`config.mk`:
```
export PLATFORM = sky130hd
export DESIGN_NAME = scaled_glyph_cell_generator
export DESIGN_NICKNAME = d
export VERILOG_FILES = /design/src/hw/rtl/sgc_pkg.sv /design/src/hw/rtl/sgc_front.sv /design/src/hw/rtl/sgc_queue.sv /design/src/hw/rtl/sgc_back.sv /design/src/hw/rtl/scaled_glyph_cell_generator.sv
export SDC_FILE = /design/constraint.sdc
export NUM_CORES = 1
export LEC_CHECK = 0
export BUFFER_PORTS_ARGS = -buffer_cell sky130_fd_sc_hd__buf_2
export CORE_UTILIZATION = 50
export CTS_BUF_LIST = sky130_fd_sc_hd__clkbuf_16
export DETAILED_ROUTE_END_ITERATION = 8
export PLACE_DENSITY = 0.73
export SYNTH_ARGS = -nofsm -noshare
export SYNTH_HDL_FRONTEND = slang
export SYNTH_HIERARCHICAL = 1
export SYNTH_SLANG_ARGS = --single-unit
```
`constraint.sdc`:
```
create_clock -name clk -period 12.8 [get_ports clk]
set_input_delay 1.92 -clock clk [delete_from_list [all_inputs] [get_ports clk]]
set_output_delay 1.92 -clock clk [all_outputs]
set_load 0.05 [all_outputs]
```
`src/hw/rtl/sgc_pkg.sv`:
```
// Shared types, constants and glyph tables for the scaled glyph cell generator.
package sgc_pkg;

  localparam int COORD_BITS_DEF = 16;
  localparam int GLYPH_BITS     = 15;
  localparam int ADVANCE_GAP    = 4;
  localparam int QUEUE_DEPTH    = 2;
  localparam int CFG_INDEX_BITS = 3;
  localparam int CFG_DATA_BITS  = 16;
  localparam int SCALE_BITS     = 8;
  localparam int COLOUR_BITS    = 8;
  localparam int CELL_IDX_BITS  = 4;

  typedef logic [GLYPH_BITS-1:0]    glyph_t;
  typedef logic [CELL_IDX_BITS-1:0] cell_idx_t;

  // Register indexes of the configuration port
  typedef enum logic [CFG_INDEX_BITS-1:0] {
    REG_ORIGIN_X   = 3'd0,
    REG_ORIGIN_Y   = 3'd1,
    REG_CELL_SCALE = 3'd2,
    REG_COLOR_R    = 3'd3,
    REG_COLOR_G    = 3'd4,
    REG_COLOR_B    = 3'd5,
    REG_CLEAR_BG   = 3'd6
  } cfg_reg_t;

  // Character codes
  localparam logic [7:0] CODE_LF    = 8'h0A;
  localparam logic [7:0] CODE_CR    = 8'h0D;
  localparam logic [7:0] CODE_SPACE = 8'h20;
  localparam logic [7:0] CODE_BANG  = 8'h21;
  localparam logic [7:0] CODE_PLUS  = 8'h2B;
  localparam logic [7:0] CODE_MINUS = 8'h2D;
  localparam logic [7:0] CODE_DOT   = 8'h2E;
  localparam logic [7:0] CODE_ZERO  = 8'h30;
  localparam logic [7:0] CODE_NINE  = 8'h39;
  localparam logic [7:0] CODE_COLON = 8'h3A;
  localparam logic [7:0] CODE_EQUAL = 8'h3D;
  localparam logic [7:0] CODE_A     = 8'h41;
  localparam logic [7:0] CODE_Z     = 8'h5A;

  localparam glyph_t BOX_GLYPH   = 15'h7B6F;
  localparam glyph_t GLYPH_BLANK = 15'h0000;
  localparam glyph_t GLYPH_MINUS = 15'h01C0;
  localparam glyph_t GLYPH_PLUS  = 15'h05D0;
  localparam glyph_t GLYPH_COLON = 15'h0410;
  localparam glyph_t GLYPH_EQUAL = 15'h0E38;
  localparam glyph_t GLYPH_DOT   = 15'h2000;
  localparam glyph_t GLYPH_BANG  = 15'h2092;

  localparam glyph_t DIGIT_ROM [10] = '{
    15'h7B6F, 15'h4926, 15'h73E7, 15'h79A7, 15'h49ED,
    15'h79CF, 15'h7BCF, 15'h4927, 15'h7BEF, 15'h79EF
  };

  localparam glyph_t LETTER_ROM [26] = '{
    15'h5BEF, 15'h7AEF, 15'h724F, 15'h3B6B, 15'h72CF, 15'h12CF, 15'h7B4F, 15'h5BED,
    15'h7497, 15'h7B26, 15'h5AED, 15'h7249, 15'h5B7D, 15'h5B6F, 15'h7B6F, 15'h13EF,
    15'h4F6F, 15'h5AEF, 15'h79CF, 15'h2497, 15'h7B6D, 15'h176D, 15'h5F6D, 15'h5AAD,
    15'h24AD, 15'h72A7
  };

  // Column and row of each glyph bit; the sixteenth entry is padding
  localparam logic [1:0] CELL_COL [16] = '{
    2'd0, 2'd1, 2'd2, 2'd0, 2'd1, 2'd2, 2'd0, 2'd1,
    2'd2, 2'd0, 2'd1, 2'd2, 2'd0, 2'd1, 2'd2, 2'd0
  };
  localparam logic [2:0] CELL_ROW [16] = '{
    3'd0, 3'd0, 3'd0, 3'd1, 3'd1, 3'd1, 3'd2, 3'd2,
    3'd2, 3'd3, 3'd3, 3'd3, 3'd4, 3'd4, 3'd4, 3'd0
  };

  // Lit bits and bits to be drawn (lit, or all of them when clearing)
  typedef struct packed {
    glyph_t lit;
    glyph_t emit;
  } sgc_cells_t;

  typedef struct packed {
    logic [COLOUR_BITS-1:0] red;
    logic [COLOUR_BITS-1:0] green;
    logic [COLOUR_BITS-1:0] blue;
  } sgc_colour_t;

  function automatic glyph_t glyph_for(input logic [7:0] code);
    logic [7:0] off;
    glyph_t     g;
    off = '0;
    if (code inside {[CODE_ZERO:CODE_NINE]}) begin
      off = code - CODE_ZERO;
      g   = DIGIT_ROM[off[3:0]];
    end else if (code inside {[CODE_A:CODE_Z]}) begin
      off = code - CODE_A;
      g   = LETTER_ROM[off[4:0]];
    end else begin
      case (code)
        CODE_SPACE: g = GLYPH_BLANK;
        CODE_MINUS: g = GLYPH_MINUS;
        CODE_PLUS:  g = GLYPH_PLUS;
        CODE_COLON: g = GLYPH_COLON;
        CODE_EQUAL: g = GLYPH_EQUAL;
        CODE_DOT:   g = GLYPH_DOT;
        CODE_BANG:  g = GLYPH_BANG;
        default:    g = BOX_GLYPH;
      endcase
    end
    return g;
  endfunction

endpackage

```
`src/hw/rtl/sgc_front.sv`:
```
// Front end: takes character requests, moves the cursor, queues glyphs to draw.
module sgc_front #(
  parameter int COORD_BITS = sgc_pkg::COORD_BITS_DEF
) (
  input  logic                             clk,
  input  logic                             rst_n,
  input  logic                             in_valid,
  output logic                             in_ready,
  input  logic [7:0]                       in_char_code,
  input  logic                             in_first_char,
  input  logic [COORD_BITS-1:0]            origin_x,
  input  logic [COORD_BITS-1:0]            origin_y,
  input  logic [sgc_pkg::SCALE_BITS-1:0]   cell_scale,
  input  logic                             clear_background,
  output logic                             push_valid,
  input  logic                             push_ready,
  output logic [COORD_BITS-1:0]            push_x,
  output logic [COORD_BITS-1:0]            push_y,
  output sgc_pkg::sgc_cells_t              push_cells
);
  import sgc_pkg::*;

  logic [COORD_BITS-1:0] col_r, col_nxt;
  logic [COORD_BITS-1:0] row_r, row_nxt;
  logic [COORD_BITS-1:0] col_base, row_base;
  logic [COORD_BITS-1:0] lf_step, adv_step;
  logic [10:0]           scale_p1, lf_w;
  logic [9:0]            adv_w;
  logic [31:0]           lf_ext, adv_ext;
  logic                  accept, is_cr, is_lf;
  glyph_t                lit;

  assign in_ready = push_ready;
  assign accept   = in_valid && in_ready;

  assign is_cr = (in_char_code == CODE_CR);
  assign is_lf = (in_char_code == CODE_LF);

  assign col_base = in_first_char ? '0 : col_r;
  assign row_base = in_first_char ? '0 : row_r;

  // 5*(scale+1) and 3*scale+4 by shift and add
  assign scale_p1 = {3'd0, cell_scale} + 11'd1;
  assign lf_w     = (scale_p1 << 2) + scale_p1;
  assign adv_w    = ({2'd0, cell_scale} << 1) + {2'd0, cell_scale} + 10'(ADVANCE_GAP);
  assign lf_ext   = 32'(lf_w);
  assign adv_ext  = 32'(adv_w);
  assign lf_step  = lf_ext[COORD_BITS-1:0];
  assign adv_step = adv_ext[COORD_BITS-1:0];

  assign lit             = glyph_for(in_char_code);
  assign push_cells.lit  = lit;
  assign push_cells.emit = lit | {GLYPH_BITS{clear_background}};
  assign push_x          = origin_x + col_base;
  assign push_y          = origin_y + row_base;
  assign push_valid      = accept && !is_cr && !is_lf && (cell_scale != '0)
                           && (push_cells.emit != '0);

  always_comb begin
    col_nxt = col_r;
    row_nxt = row_r;
    if (accept) begin
      if (is_cr) begin
        col_nxt = '0;
        row_nxt = row_base;
      end else if (is_lf) begin
        col_nxt = col_base;
        row_nxt = row_base + lf_step;
      end else begin
        col_nxt = col_base + adv_step;
        row_nxt = row_base;
      end
    end
  end

  always_ff @(posedge clk) begin
    if (!rst_n) begin
      col_r <= '0;
      row_r <= '0;
    end else begin
      col_r <= col_nxt;
      row_r <= row_nxt;
    end
  end

endmodule

```
`src/hw/rtl/sgc_queue.sv`:
```
// Small register queue between the front and back ends.
module sgc_queue #(
  parameter int WIDTH = 32,
  parameter int DEPTH = sgc_pkg::QUEUE_DEPTH
) (
  input  logic             clk,
  input  logic             rst_n,
  input  logic             push_valid,
  output logic             push_ready,
  input  logic [WIDTH-1:0] push_data,
  output logic             pop_valid,
  input  logic             pop_ready,
  output logic [WIDTH-1:0] pop_data
);
  import sgc_pkg::*;

  localparam int PTR_BITS = (DEPTH > 1) ? $clog2(DEPTH) : 1;
  localparam int CNT_BITS = $clog2(DEPTH + 1);

  logic [WIDTH-1:0]    mem_r [DEPTH];
  logic [PTR_BITS-1:0] wr_ptr_r, wr_ptr_nxt;
  logic [PTR_BITS-1:0] rd_ptr_r, rd_ptr_nxt;
  logic [CNT_BITS-1:0] count_r, count_nxt;
  logic                push, pop;

  assign push_ready = (count_r < CNT_BITS'(DEPTH));
  assign pop_valid  = (count_r != '0);
  assign push       = push_valid && push_ready;
  assign pop        = pop_valid && pop_ready;
  assign pop_data   = mem_r[rd_ptr_r];

  always_comb begin
    wr_ptr_nxt = wr_ptr_r;
    rd_ptr_nxt = rd_ptr_r;
    count_nxt  = count_r;
    if (push) begin
      wr_ptr_nxt = (wr_ptr_r == PTR_BITS'(DEPTH - 1)) ? '0 : wr_ptr_r + 1'b1;
    end
    if (pop) begin
      rd_ptr_nxt = (rd_ptr_r == PTR_BITS'(DEPTH - 1)) ? '0 : rd_ptr_r + 1'b1;
    end
    if (push && !pop) begin
      count_nxt = count_r + 1'b1;
    end else if (pop && !push) begin
      count_nxt = count_r - 1'b1;
    end
  end

  always_ff @(posedge clk) begin
    if (!rst_n) begin
      wr_ptr_r <= '0;
      rd_ptr_r <= '0;
      count_r  <= '0;
    end else begin
      wr_ptr_r <= wr_ptr_nxt;
      rd_ptr_r <= rd_ptr_nxt;
      count_r  <= count_nxt;
    end
  end

  always_ff @(posedge clk) begin
    if (push) begin
      mem_r[wr_ptr_r] <= push_data;
    end
  end

`ifndef SYNTH
  a_count_bound: assert property (@(posedge clk) disable iff (!rst_n)
    count_r <= CNT_BITS'(DEPTH))
    else $error("queue count beyond depth");

  a_count_up: assert property (@(posedge clk) disable iff (!rst_n)
    push && !pop |=> count_r == $past(count_r) + 1'b1)
    else $error("queue count missed a push");

  a_count_down: assert property (@(posedge clk) disable iff (!rst_n)
    pop && !push |=> count_r == $past(count_r) - 1'b1)
    else $error("queue count missed a pop");
`endif

endmodule

```
`src/hw/rtl/sgc_back.sv`:
```
// Back end: walks the queued glyph and issues one cell per cycle while the output is not stalled.
module sgc_back #(
  parameter int COORD_BITS = sgc_pkg::COORD_BITS_DEF
) (
  input  logic                                clk,
  input  logic                                rst_n,
  input  logic                                ld_valid,
  output logic                                ld_ready,
  input  logic [COORD_BITS-1:0]               ld_x,
  input  logic [COORD_BITS-1:0]               ld_y,
  input  sgc_pkg::sgc_cells_t                 ld_cells,
  input  logic [sgc_pkg::SCALE_BITS-1:0]      cell_scale,
  input  sgc_pkg::sgc_colour_t                colour,
  output logic                                out_valid,
  input  logic                                out_ready,
  output logic [COORD_BITS-1:0]               out_cell_x,
  output logic [COORD_BITS-1:0]               out_cell_y,
  output logic [sgc_pkg::COLOUR_BITS-1:0]     out_fill_red,
  output logic [sgc_pkg::COLOUR_BITS-1:0]     out_fill_green,
  output logic [sgc_pkg::COLOUR_BITS-1:0]     out_fill_blue,
  output logic                                out_last_cell
);
  import sgc_pkg::*;

  logic                  busy_r, busy_nxt;
  glyph_t                rem_r, rem_nxt;
  glyph_t                lit_r, lit_nxt;
  logic [COORD_BITS-1:0] base_x_r, base_x_nxt;
  logic [COORD_BITS-1:0] base_y_r, base_y_nxt;
  logic                  out_valid_r, out_valid_nxt;
  logic [COORD_BITS-1:0] cell_x_r, cell_y_r;
  sgc_colour_t           fill_r;
  logic                  last_r;

  glyph_t                low, rem_left;
  cell_idx_t             idx;
  logic [1:0]            col;
  logic [2:0]            row;
  logic [9:0]            x_off;
  logic [10:0]           y_off;
  logic [31:0]           x_ext, y_ext;
  logic                  can_emit, fire, final_cell, is_lit;

  // Lowest bit still to draw
  assign low      = rem_r & (~rem_r + 1'b1);
  assign rem_left = rem_r & ~low;

  always_comb begin
    idx = '0;
    for (int k = GLYPH_BITS - 1; k >= 0; k--) begin
      if (rem_r[k]) begin
        idx = CELL_IDX_BITS'(k);
      end
    end
  end

  assign col   = CELL_COL[idx];
  assign row   = CELL_ROW[idx];
  assign x_off = ({2'd0, cell_scale} & {10{col[0]}})
               + (({2'd0, cell_scale} << 1) & {10{col[1]}});
  assign y_off = 11'(row) * {3'd0, cell_scale};
  assign x_ext = 32'(x_off);
  assign y_ext = 32'(y_off);

  assign is_lit     = (low & lit_r) != '0;
  assign can_emit   = !out_valid_r || out_ready;
  assign fire       = busy_r && can_emit;
  assign final_cell = (rem_left == '0);
  assign ld_ready   = !busy_r || (fire && final_cell);

  always_comb begin
    busy_nxt      = busy_r;
    rem_nxt       = rem_r;
    lit_nxt       = lit_r;
    base_x_nxt    = base_x_r;
    base_y_nxt    = base_y_r;
    out_valid_nxt = out_valid_r;
    if (out_ready) begin
      out_valid_nxt = 1'b0;
    end
    if (fire) begin
      out_valid_nxt = 1'b1;
      rem_nxt       = rem_left;
      if (final_cell) begin
        busy_nxt = 1'b0;
      end
    end
    if (ld_valid && ld_ready) begin
      busy_nxt   = 1'b1;
      rem_nxt    = ld_cells.emit;
      lit_nxt    = ld_cells.lit;
      base_x_nxt = ld_x;
      base_y_nxt = ld_y;
    end
  end

  always_ff @(posedge clk) begin
    if (!rst_n) begin
      busy_r      <= 1'b0;
      out_valid_r <= 1'b0;
    end else begin
      busy_r      <= busy_nxt;
      out_valid_r <= out_valid_nxt;
    end
  end

  always_ff @(posedge clk) begin
    rem_r    <= rem_nxt;
    lit_r    <= lit_nxt;
    base_x_r <= base_x_nxt;
    base_y_r <= base_y_nxt;
    if (fire) begin
      cell_x_r <= base_x_r + x_ext[COORD_BITS-1:0];
      cell_y_r <= base_y_r + y_ext[COORD_BITS-1:0];
      fill_r   <= is_lit ? colour : '0;
      last_r   <= final_cell;
    end
  end

  assign out_valid      = out_valid_r;
  assign out_cell_x     = cell_x_r;
  assign out_cell_y     = cell_y_r;
  assign out_fill_red   = fill_r.red;
  assign out_fill_green = fill_r.green;
  assign out_fill_blue  = fill_r.blue;
  assign out_last_cell  = last_r;

`ifndef SYNTH
  a_busy_has_cells: assert property (@(posedge clk) disable iff (!rst_n)
    busy_r |-> rem_r != '0)
    else $error("walker busy with no cells left");

  a_load_not_empty: assert property (@(posedge clk) disable iff (!rst_n)
    ld_valid && ld_ready |-> ld_cells.emit != '0)
    else $error("empty glyph reached the back end");

  a_walk_continues: assert property (@(posedge clk) disable iff (!rst_n)
    fire && !final_cell |=> busy_r && out_valid_r && !out_last_cell)
    else $error("glyph walk stopped early");
`endif

endmodule

```
`src/hw/rtl/scaled_glyph_cell_generator.sv`:
```
// Top level of the scaled glyph cell generator: configuration registers and wiring.
// Each character request is looked up in a 3x5 glyph font (digits, capitals, space,
// - + : = . !, a box for anything else) and turned into one output request per drawn
// cell, giving the cell's top-left corner and fill colour; last_cell marks the final
// cell of a character. Carriage return, line feed and characters with nothing to draw
// (scale 0, or unlit cells without background clearing) move the cursor and give no
// output. Throughput: the front end takes a character every cycle while its two-entry
// glyph queue has room; the back end issues one cell per cycle while the output is not
// stalled, and a character gives one cell for each drawn cell, 1 to 15. An accepted
// character passes through the queue, the back end's walker and its output register.
// Output is registered, so a stalled output does not block acceptance until the queue
// fills. Coordinates wrap at COORD_BITS bits. Configuration writes are taken
// at any time (cfg_ready is always high) but must only be issued while the block is idle.
module scaled_glyph_cell_generator #(
  parameter int COORD_BITS = sgc_pkg::COORD_BITS_DEF
) (
  input  logic                                clk,
  input  logic                                rst_n,
  input  logic                                in_valid,
  output logic                                in_ready,
  input  logic [7:0]                          in_char_code,
  input  logic                                in_first_char,
  output logic                                out_valid,
  input  logic                                out_ready,
  output logic [COORD_BITS-1:0]               out_cell_x,
  output logic [COORD_BITS-1:0]               out_cell_y,
  output logic [sgc_pkg::COLOUR_BITS-1:0]     out_fill_red,
  output logic [sgc_pkg::COLOUR_BITS-1:0]     out_fill_green,
  output logic [sgc_pkg::COLOUR_BITS-1:0]     out_fill_blue,
  output logic                                out_last_cell,
  input  logic                                cfg_valid,
  output logic                                cfg_ready,
  input  logic [sgc_pkg::CFG_INDEX_BITS-1:0]  cfg_index,
  input  logic [sgc_pkg::CFG_DATA_BITS-1:0]   cfg_data
);
  import sgc_pkg::*;

  localparam int ENTRY_BITS = 2 * COORD_BITS + $bits(sgc_cells_t);

  // Configuration registers
  logic [COORD_BITS-1:0] origin_x_r, origin_y_r;
  logic [SCALE_BITS-1:0] scale_r;
  sgc_colour_t           colour_r;
  logic                  clear_bg_r;
  logic                  cfg_wr;

  // Front to queue
  logic                  push_valid, push_ready;
  logic [COORD_BITS-1:0] push_x, push_y;
  sgc_cells_t            push_cells;

  // Queue to back
  logic                  ld_valid, ld_ready;
  logic [COORD_BITS-1:0] ld_x, ld_y;
  sgc_cells_t            ld_cells;

  assign cfg_ready = 1'b1;
  assign cfg_wr    = cfg_valid && cfg_ready;

  // Unlisted indexes are dropped; upper data bits beyond a register are ignored
  always_ff @(posedge clk) begin
    if (!rst_n) begin
      origin_x_r     <= '0;
      origin_y_r     <= '0;
      scale_r        <= SCALE_BITS'(1);
      colour_r.red   <= '1;
      colour_r.green <= '1;
      colour_r.blue  <= '1;
      clear_bg_r     <= 1'b0;
    end else if (cfg_wr) begin
      case (cfg_index)
        REG_ORIGIN_X:   origin_x_r     <= cfg_data[COORD_BITS-1:0];
        REG_ORIGIN_Y:   origin_y_r     <= cfg_data[COORD_BITS-1:0];
        REG_CELL_SCALE: scale_r        <= cfg_data[SCALE_BITS-1:0];
        REG_COLOR_R:    colour_r.red   <= cfg_data[COLOUR_BITS-1:0];
        REG_COLOR_G:    colour_r.green <= cfg_data[COLOUR_BITS-1:0];
        REG_COLOR_B:    colour_r.blue  <= cfg_data[COLOUR_BITS-1:0];
        REG_CLEAR_BG:   clear_bg_r     <= cfg_data[0];
        default: ;
      endcase
    end
  end

  sgc_front #(
    .COORD_BITS (COORD_BITS)
  ) u_front (
    .clk              (clk),
    .rst_n            (rst_n),
    .in_valid         (in_valid),
    .in_ready         (in_ready),
    .in_char_code     (in_char_code),
    .in_first_char    (in_first_char),
    .origin_x         (origin_x_r),
    .origin_y         (origin_y_r),
    .cell_scale       (scale_r),
    .clear_background (clear_bg_r),
    .push_valid       (push_valid),
    .push_ready       (push_ready),
    .push_x           (push_x),
    .push_y           (push_y),
    .push_cells       (push_cells)
  );

  sgc_queue #(
    .WIDTH (ENTRY_BITS),
    .DEPTH (QUEUE_DEPTH)
  ) u_queue (
    .clk        (clk),
    .rst_n      (rst_n),
    .push_valid (push_valid),
    .push_ready (push_ready),
    .push_data  ({push_x, push_y, push_cells}),
    .pop_valid  (ld_valid),
    .pop_ready  (ld_ready),
    .pop_data   ({ld_x, ld_y, ld_cells})
  );

  sgc_back #(
    .COORD_BITS (COORD_BITS)
  ) u_back (
    .clk            (clk),
    .rst_n          (rst_n),
    .ld_valid       (ld_valid),
    .ld_ready       (ld_ready),
    .ld_x           (ld_x),
    .ld_y           (ld_y),
    .ld_cells       (ld_cells),
    .cell_scale     (scale_r),
    .colour         (colour_r),
    .out_valid      (out_valid),
    .out_ready      (out_ready),
    .out_cell_x     (out_cell_x),
    .out_cell_y     (out_cell_y),
    .out_fill_red   (out_fill_red),
    .out_fill_green (out_fill_green),
    .out_fill_blue  (out_fill_blue),
    .out_last_cell  (out_last_cell)
  );

endmodule
```
**Word level (Yosys, flattened, before mapping)**

Memories as Yosys holds them, arrays and structs flattened. A register that Yosys moved wholly into a read port is not among the register bits.
Index checks and enable logic that the tools add are counted.

- Register bits after elaboration: 222
- Bits of input ports: 33
- Memories: 5
- Bits in read-only memories: 800
- Output and inout bits: 60
- Bits in writable memories: 124
- Word-level logic and storage cells: 168

Memory list:

| memory | words | width | read ports | clocked after memory_dff | wr ports | RTL line | RTL |
|---|---|---|---|---|---|---|---|
| (no name shown) | 32 | 15 | 1 | 0 | 0 | sgc_pkg.sv:95 | `g = LETTER_ROM[off[4:0]];` |
| (no name shown) | 16 | 15 | 1 | 0 | 0 | sgc_pkg.sv:92 | `g = DIGIT_ROM[off[3:0]];` |
| u_queue.mem_r | 2 | 62 | 1 | 1 | 1 | sgc_queue.sv:20 | `logic [WIDTH-1:0] mem_r [DEPTH];` |
| (no name shown) | 16 | 3 | 1 | 0 | 0 | sgc_back.sv:58 | `assign row = CELL_ROW[idx];` |
| (no name shown) | 16 | 2 | 1 | 0 | 0 | sgc_back.sv:57 | `assign col = CELL_COL[idx];` |

- $mul: 1
- Reductions and logical operators: 39
- $add $sub $neg: 18
- Bitwise operators: 11
- Equal/unequal tests: 15
- Mux-type cells: 47
- Magnitude comparators: 8

Operators by type and width:

| operator | number |
|---|---|
| 15-bit 2-to-1 mux | 8 |
| 15-bit one-hot mux with 7 select lines | 1 |
| 16-bit 2-to-1 mux | 6 |
| 4-bit 2-to-1 mux | 15 |
| 8-bit by 6-bit == test with 1-bit output (second input constant) | 7 |
| 15-bit bitwise AND | 3 |
| 16-bit by 10-bit adder with 16-bit output | 2 |
| 16-bit by 11-bit adder with 16-bit output | 2 |
| 16-bit adder | 2 |
| 15-bit NOT | 2 |
| 15-bit nonzero test | 2 |
| 8-bit by 4-bit == test with 1-bit output (second input constant) | 2 |
| 2-bit AND reduction | 8 |
| 15-bit by 1-bit adder with 15-bit output (second input constant) | 1 |
| 15-bit logical NOT | 1 |
| 15-bit bitwise OR | 1 |
| 1-bit logical AND | 13 |
| 11-bit adder | 1 |
| 3-bit by 8-bit multiplier with 11-bit output | 1 |
| 1-bit 2-to-1 mux | 11 |
| 10-bit adder | 1 |
| 10-bit by 3-bit adder with 10-bit output (second input constant) | 1 |
| 9-bit by 8-bit adder with 10-bit output | 1 |
| 8-bit by 10-bit bitwise AND with 10-bit output | 1 |
| 26 further kinds | 46 |

**Longest topological paths before layout**

- Depth after elaboration: 22
- Depth in mapped cells: 23
- Mapped depth without buffers: 22

**Hierarchy**

Netlist, hierarchy kept.

By module, submodules not included:

| module | cells each | seq. area each (µm²) | area an instance (µm²) | instances |
|---|---|---|---|---|
| sgc_back | 565 | 3613.5 | 6658.9 | 1 |
| sgc_front | 806 | 640.6 | 6102.1 | 1 |
| sgc_queue | 216 | 3823.7 | 4689.5 | 1 |
| scaled_glyph_cell_generator | 246 | 1301.2 | 2548.7 | 1 |

**Worst setup path before layout**

No wires, ideal clock.

- Kind: input -> register
- Start: input port in_char_code[0]
- End: memory u_queue/mem_r[1][0] in the netlist's numbering, enable pin
- Setup time: 427 ps
- Stages: 13
- Arrival time: 5794 ps
- Setup slack: 6579 ps
- Path through: clkbuf_1 > inv_1 > ha_1 > nor3b_4 > a2bb2oi_1 > and2_1 > clkbuf_1 > nor3_1 > a221oi_2 > nor4b_2 > a31oi_1 > nor2b_1 > and2_1

RTL lines:

| element | RTL line | RTL |
|---|---|---|
| start: declaration | scaled_glyph_cell_generator.sv:21 | `input logic [7:0] in_char_code,` |
| end: declaration | sgc_queue.sv:20 |  |

==> summary.md <==
| Metric | Value |
|---|---|
| Status | completed |
| Worst path cell trace | buf_2, inv_1, ha_1, ha_1, nand2_1, o221ai_1, o211ai_1, o211a_1, a221oi_2, nor4b_2, a31oi_1, nor2b_1, and2b_2, buf_4 |
| R2R depth | 17 |
| Fillers | 3224 |
| Synth Net Count | 2017 |
| Dpl cells | 2382 |
| Layout Skew | 20.3 ps |
| CP Class | in -> reg |
| CTS tree | yes |
| CP dominant cell by count | ha_1 |
| Initial core utilization | 0.513 |
| Synth Area in Compound Gates | 0.112 |
| WL/cell | 18.6 um |
| Bufs on Longest Clock Path | 3 |
| RSZ-0062 raised after global routing | false |
| Yosys top cell by area | edfxtp_1 |
| Critical Path Max Stage Delay | 840 ps |
| Area contributors post-synth | edfxtp_1 36%, dfxtp_1 10%, ha_1 7.6% |
| Post-route insts no fill | 2453 |
| Synth Instances | 1833 |
| Most used DFF post-synth | edfxtp_1 |
| FF-to-FF End | u_back/out_cell_y[11] |
| Via count | 13901 |
| Post-route ant nets | 0 |
| P&R area growth vs syn | 10.2% |
| Io pins | 93 |
| FP Rows | 72 |
| Register bit total from synthesis | 347 |
| DIE AREA | 40800 sq um |
| Xor/xnor share of the synthesized area | 0.0380 |
| WP data required | 12970 ps |
| Post-synthesis adder-cell area fraction | 0.107 |
| Post-DP HPWL | 32.6 mm |
| DIE HEIGHT | 202 um |
| Rel. slew slack | 0.255 |
| Startpoint types | primary input |
| Number of global-route vias before repair | 13115 |
| Cell area after synthesis | 20000 sq um |
| TritonCTS Buffers | 37 |
| Most frequent cells in the layout | 243 x edfxtp_1, 178 x nand2_1, 122 x ha_1 |
| Fmax | 166 MHz |
| DR pass1 iterations | 5 |
| CTS-repair resized insts | 0 |
| Area share of the largest cell type after synthesis | 0.365 |
| Util after Layout | 0.565 |
| Post-synth ARST share | 0 |
| Fin crit share | 0.471 |
| Placeable Area | 39000 sq um |
| CTS root buffer | clkbuf_16 |
| Largest net degree at the start of global routing | 96 |
| Final nets | 2087 |
| R2r startpoint | u_back/rem_r[0] |
| Share of layout cells above drive strength 1 | 0.138 |
| Hold WS | 463 ps |
| Reg clk slew, reported paths | 60 ps |
| Post-synth EDFFs | 243 |
| CP max-delay cell | ha_1 |
| Crit path DAT | 6210 ps |
| Number of max-cap violations | 0 |
| Placer Congestion | 0.892 |
| Crit-path max FO | 48 |
| First-pass GRT wire length | 71.2 mm |
| Worst Max-Slew Pin Slew | 1120 ps |
| Fin crit period | 6030 ps |
| CTS Hold Bufs | 0 |
| Main combinational cell family by area after synthesis | simple AND/OR/NAND/NOR gates |
| Syn avg cell area | 10.9 sq um |
| HP Start | u_front/col_r[13] |
| Worst-Skew Late Latency | 550 ps |
| Yosys warning total | 6 |
| Most common cell after layout, fill and taps aside | edfxtp_1 |
| PD cells | 181 nW/um^2 |
| Vias per cell | 5.67 |
| Port bufs | 91 |
| Simple-gate share of the synthesized area | 0.162 |
| Setup_tns | 0 ps |
| CP endpoint kind | flop |
| # DRC | 0 |
| Finished layout cell area | 22000 sq um |
| Synth cell types | 103 |
| Max H-tree Level | 2 |
| Final Setup Violations | 0 |
| Post-synthesis mux area share | 0.0738 |
| Antenna violations before repair | 3 |
| GRT Total Usage | 0.222 |
| Post-Route WL | 45.6 mm |
| CP Launch Point | in_char_code[0] |
| Max Slew Vio Count | 0 |
| Setup repair bufs after CTS | 0 |
| Crit path to | u_queue/mem_r[0][56] |
| Register-to-Register Setup Slack | 7150 ps |
| Pleak | 0.00885 uW |
| DP Area | 20800 sq um |
| Count of final hold-check violations | 0 |
| Die W | 202 um |
| Total grt overflow | 0 |
| Clock sinks | 347 |
| Worst vdd ir | 129 uV |
| Post-synthesis sequential area ratio | 0.469 |
| DR iter-0 viols | 1065 |
| HP Class | reg -> reg |
-- worst min path at each step --
| stage | to | slack [ps] | cells past startpoint |
|---|---|---|---|
| after floorplan | u_front/col_r[14] | 440 | 2 |
| after global placement | u_front/col_r[13] | 440 | 2 |
| after detailed placement | origin_y_r[9] | 450 | 2 |
| after CTS | origin_y_r[9] | 460 | 2 |
| after global routing | u_front/col_r[13] | 470 | 2 |
| final | u_front/col_r[13] | 460 | 2 |
-- stage by stage --
step,setup slack [ps],power [uW]
finish,6770,3990
global route,6440,4190
CTS,6800,4010
detailed placement,6230,2940
global placement,6320,2910
floorplan,6580,2650
-- synth_stat cells, drive strengths merged, types with 6 or more instances --
cell	count
inv	93
o21a	16
o211ai	9
o31ai	12
nor2b	97
xor2	20
nand2b	17
xnor2	66
nor3	39
nor4	8
a31oi	11
a211oi	11
and2	71
buf	33
nor3b	6
nand4	16
edfxtp	243
a22oi	17
or3	9
dfxtp	104
clkbuf	38
or2	19
a21boi	14
ha	122
nand3	26
nor2	93
a21oi	69
a21o	25
mux2i	71
o21ai	70
and3	14
fa	29
nand2	179
mux2	66
o21bai	13
-- state kept, by name, summed over array words and instances (netlist names), 2 cells and up, named ones only --
signal / cells
u_queue/mem_r: 124
colour_r: 24
origin_x_r: 16
origin_y_r: 16
u_back/base_x_r: 16
u_back/base_y_r: 16
u_back/out_cell_x: 16
u_back/out_cell_y: 16
u_front/col_r: 16
u_front/row_r: 16
u_back/lit_r: 15
u_back/rem_r: 15
scale_r: 8
u_back/out_fill_blue: 8
u_back/out_fill_green: 8
u_back/out_fill_red: 8
u_queue/count_r: 2
-- final cells by class --
cell class,count,area [sq um],area share
multi-input cells,1322,9900,0.449
flip-flops and latches,347,9380,0.426
clock buffers,39,976,0.0443
well taps,518,648,0.0294
repair buffers,102,541,0.0245
inverters,93,349,0.0158
clock inverters,29,233,0.0106
diodes,3,7.51,0.000341
-- metal layers --
layer  vias to the layer above  GRT usage  routed length, um
met4                         0     0.0676               1130
met2                       379      0.350              20800
met5                         -          0                  0
li1                       6714          -                  -
met1                      6740      0.313              21100
met3                        68     0.0361               2580
-- worst max-delay path: cells and delay by family --
kind | cells | cell delay [ps]
buffers and inverters | 3 | 1080
AND/OR/NAND/NOR | 4 | 960
AO/OA/AOI/OAI | 5 | 920
adder cells (fa/ha/maj) | 2 | 1260
-- kinds of logic (layout without fill, tap and decap cells) --
family                   Yosys count  in the layout
AO/OA/AOI/OAI                    327            327
XOR/XNOR                          86             86
adder cells (fa/ha/maj)          155            155
buffers and inverters            164            263
flip-flops                       347            347
multiplexers                     138            138
other                              1              4
AND/OR/NAND/NOR                  615            615
-- report_power, final --
part / leakage (uW) / internal (uW) / switching (uW)
combinational: 0.00515 / 404 / 809
sequential: 0.00307 / 1570 / 146
clock: 0.000630 / 616 / 445
total: 0.00885 / 2590 / 1400
Note: power is estimated with default switching activity, not from simulation.
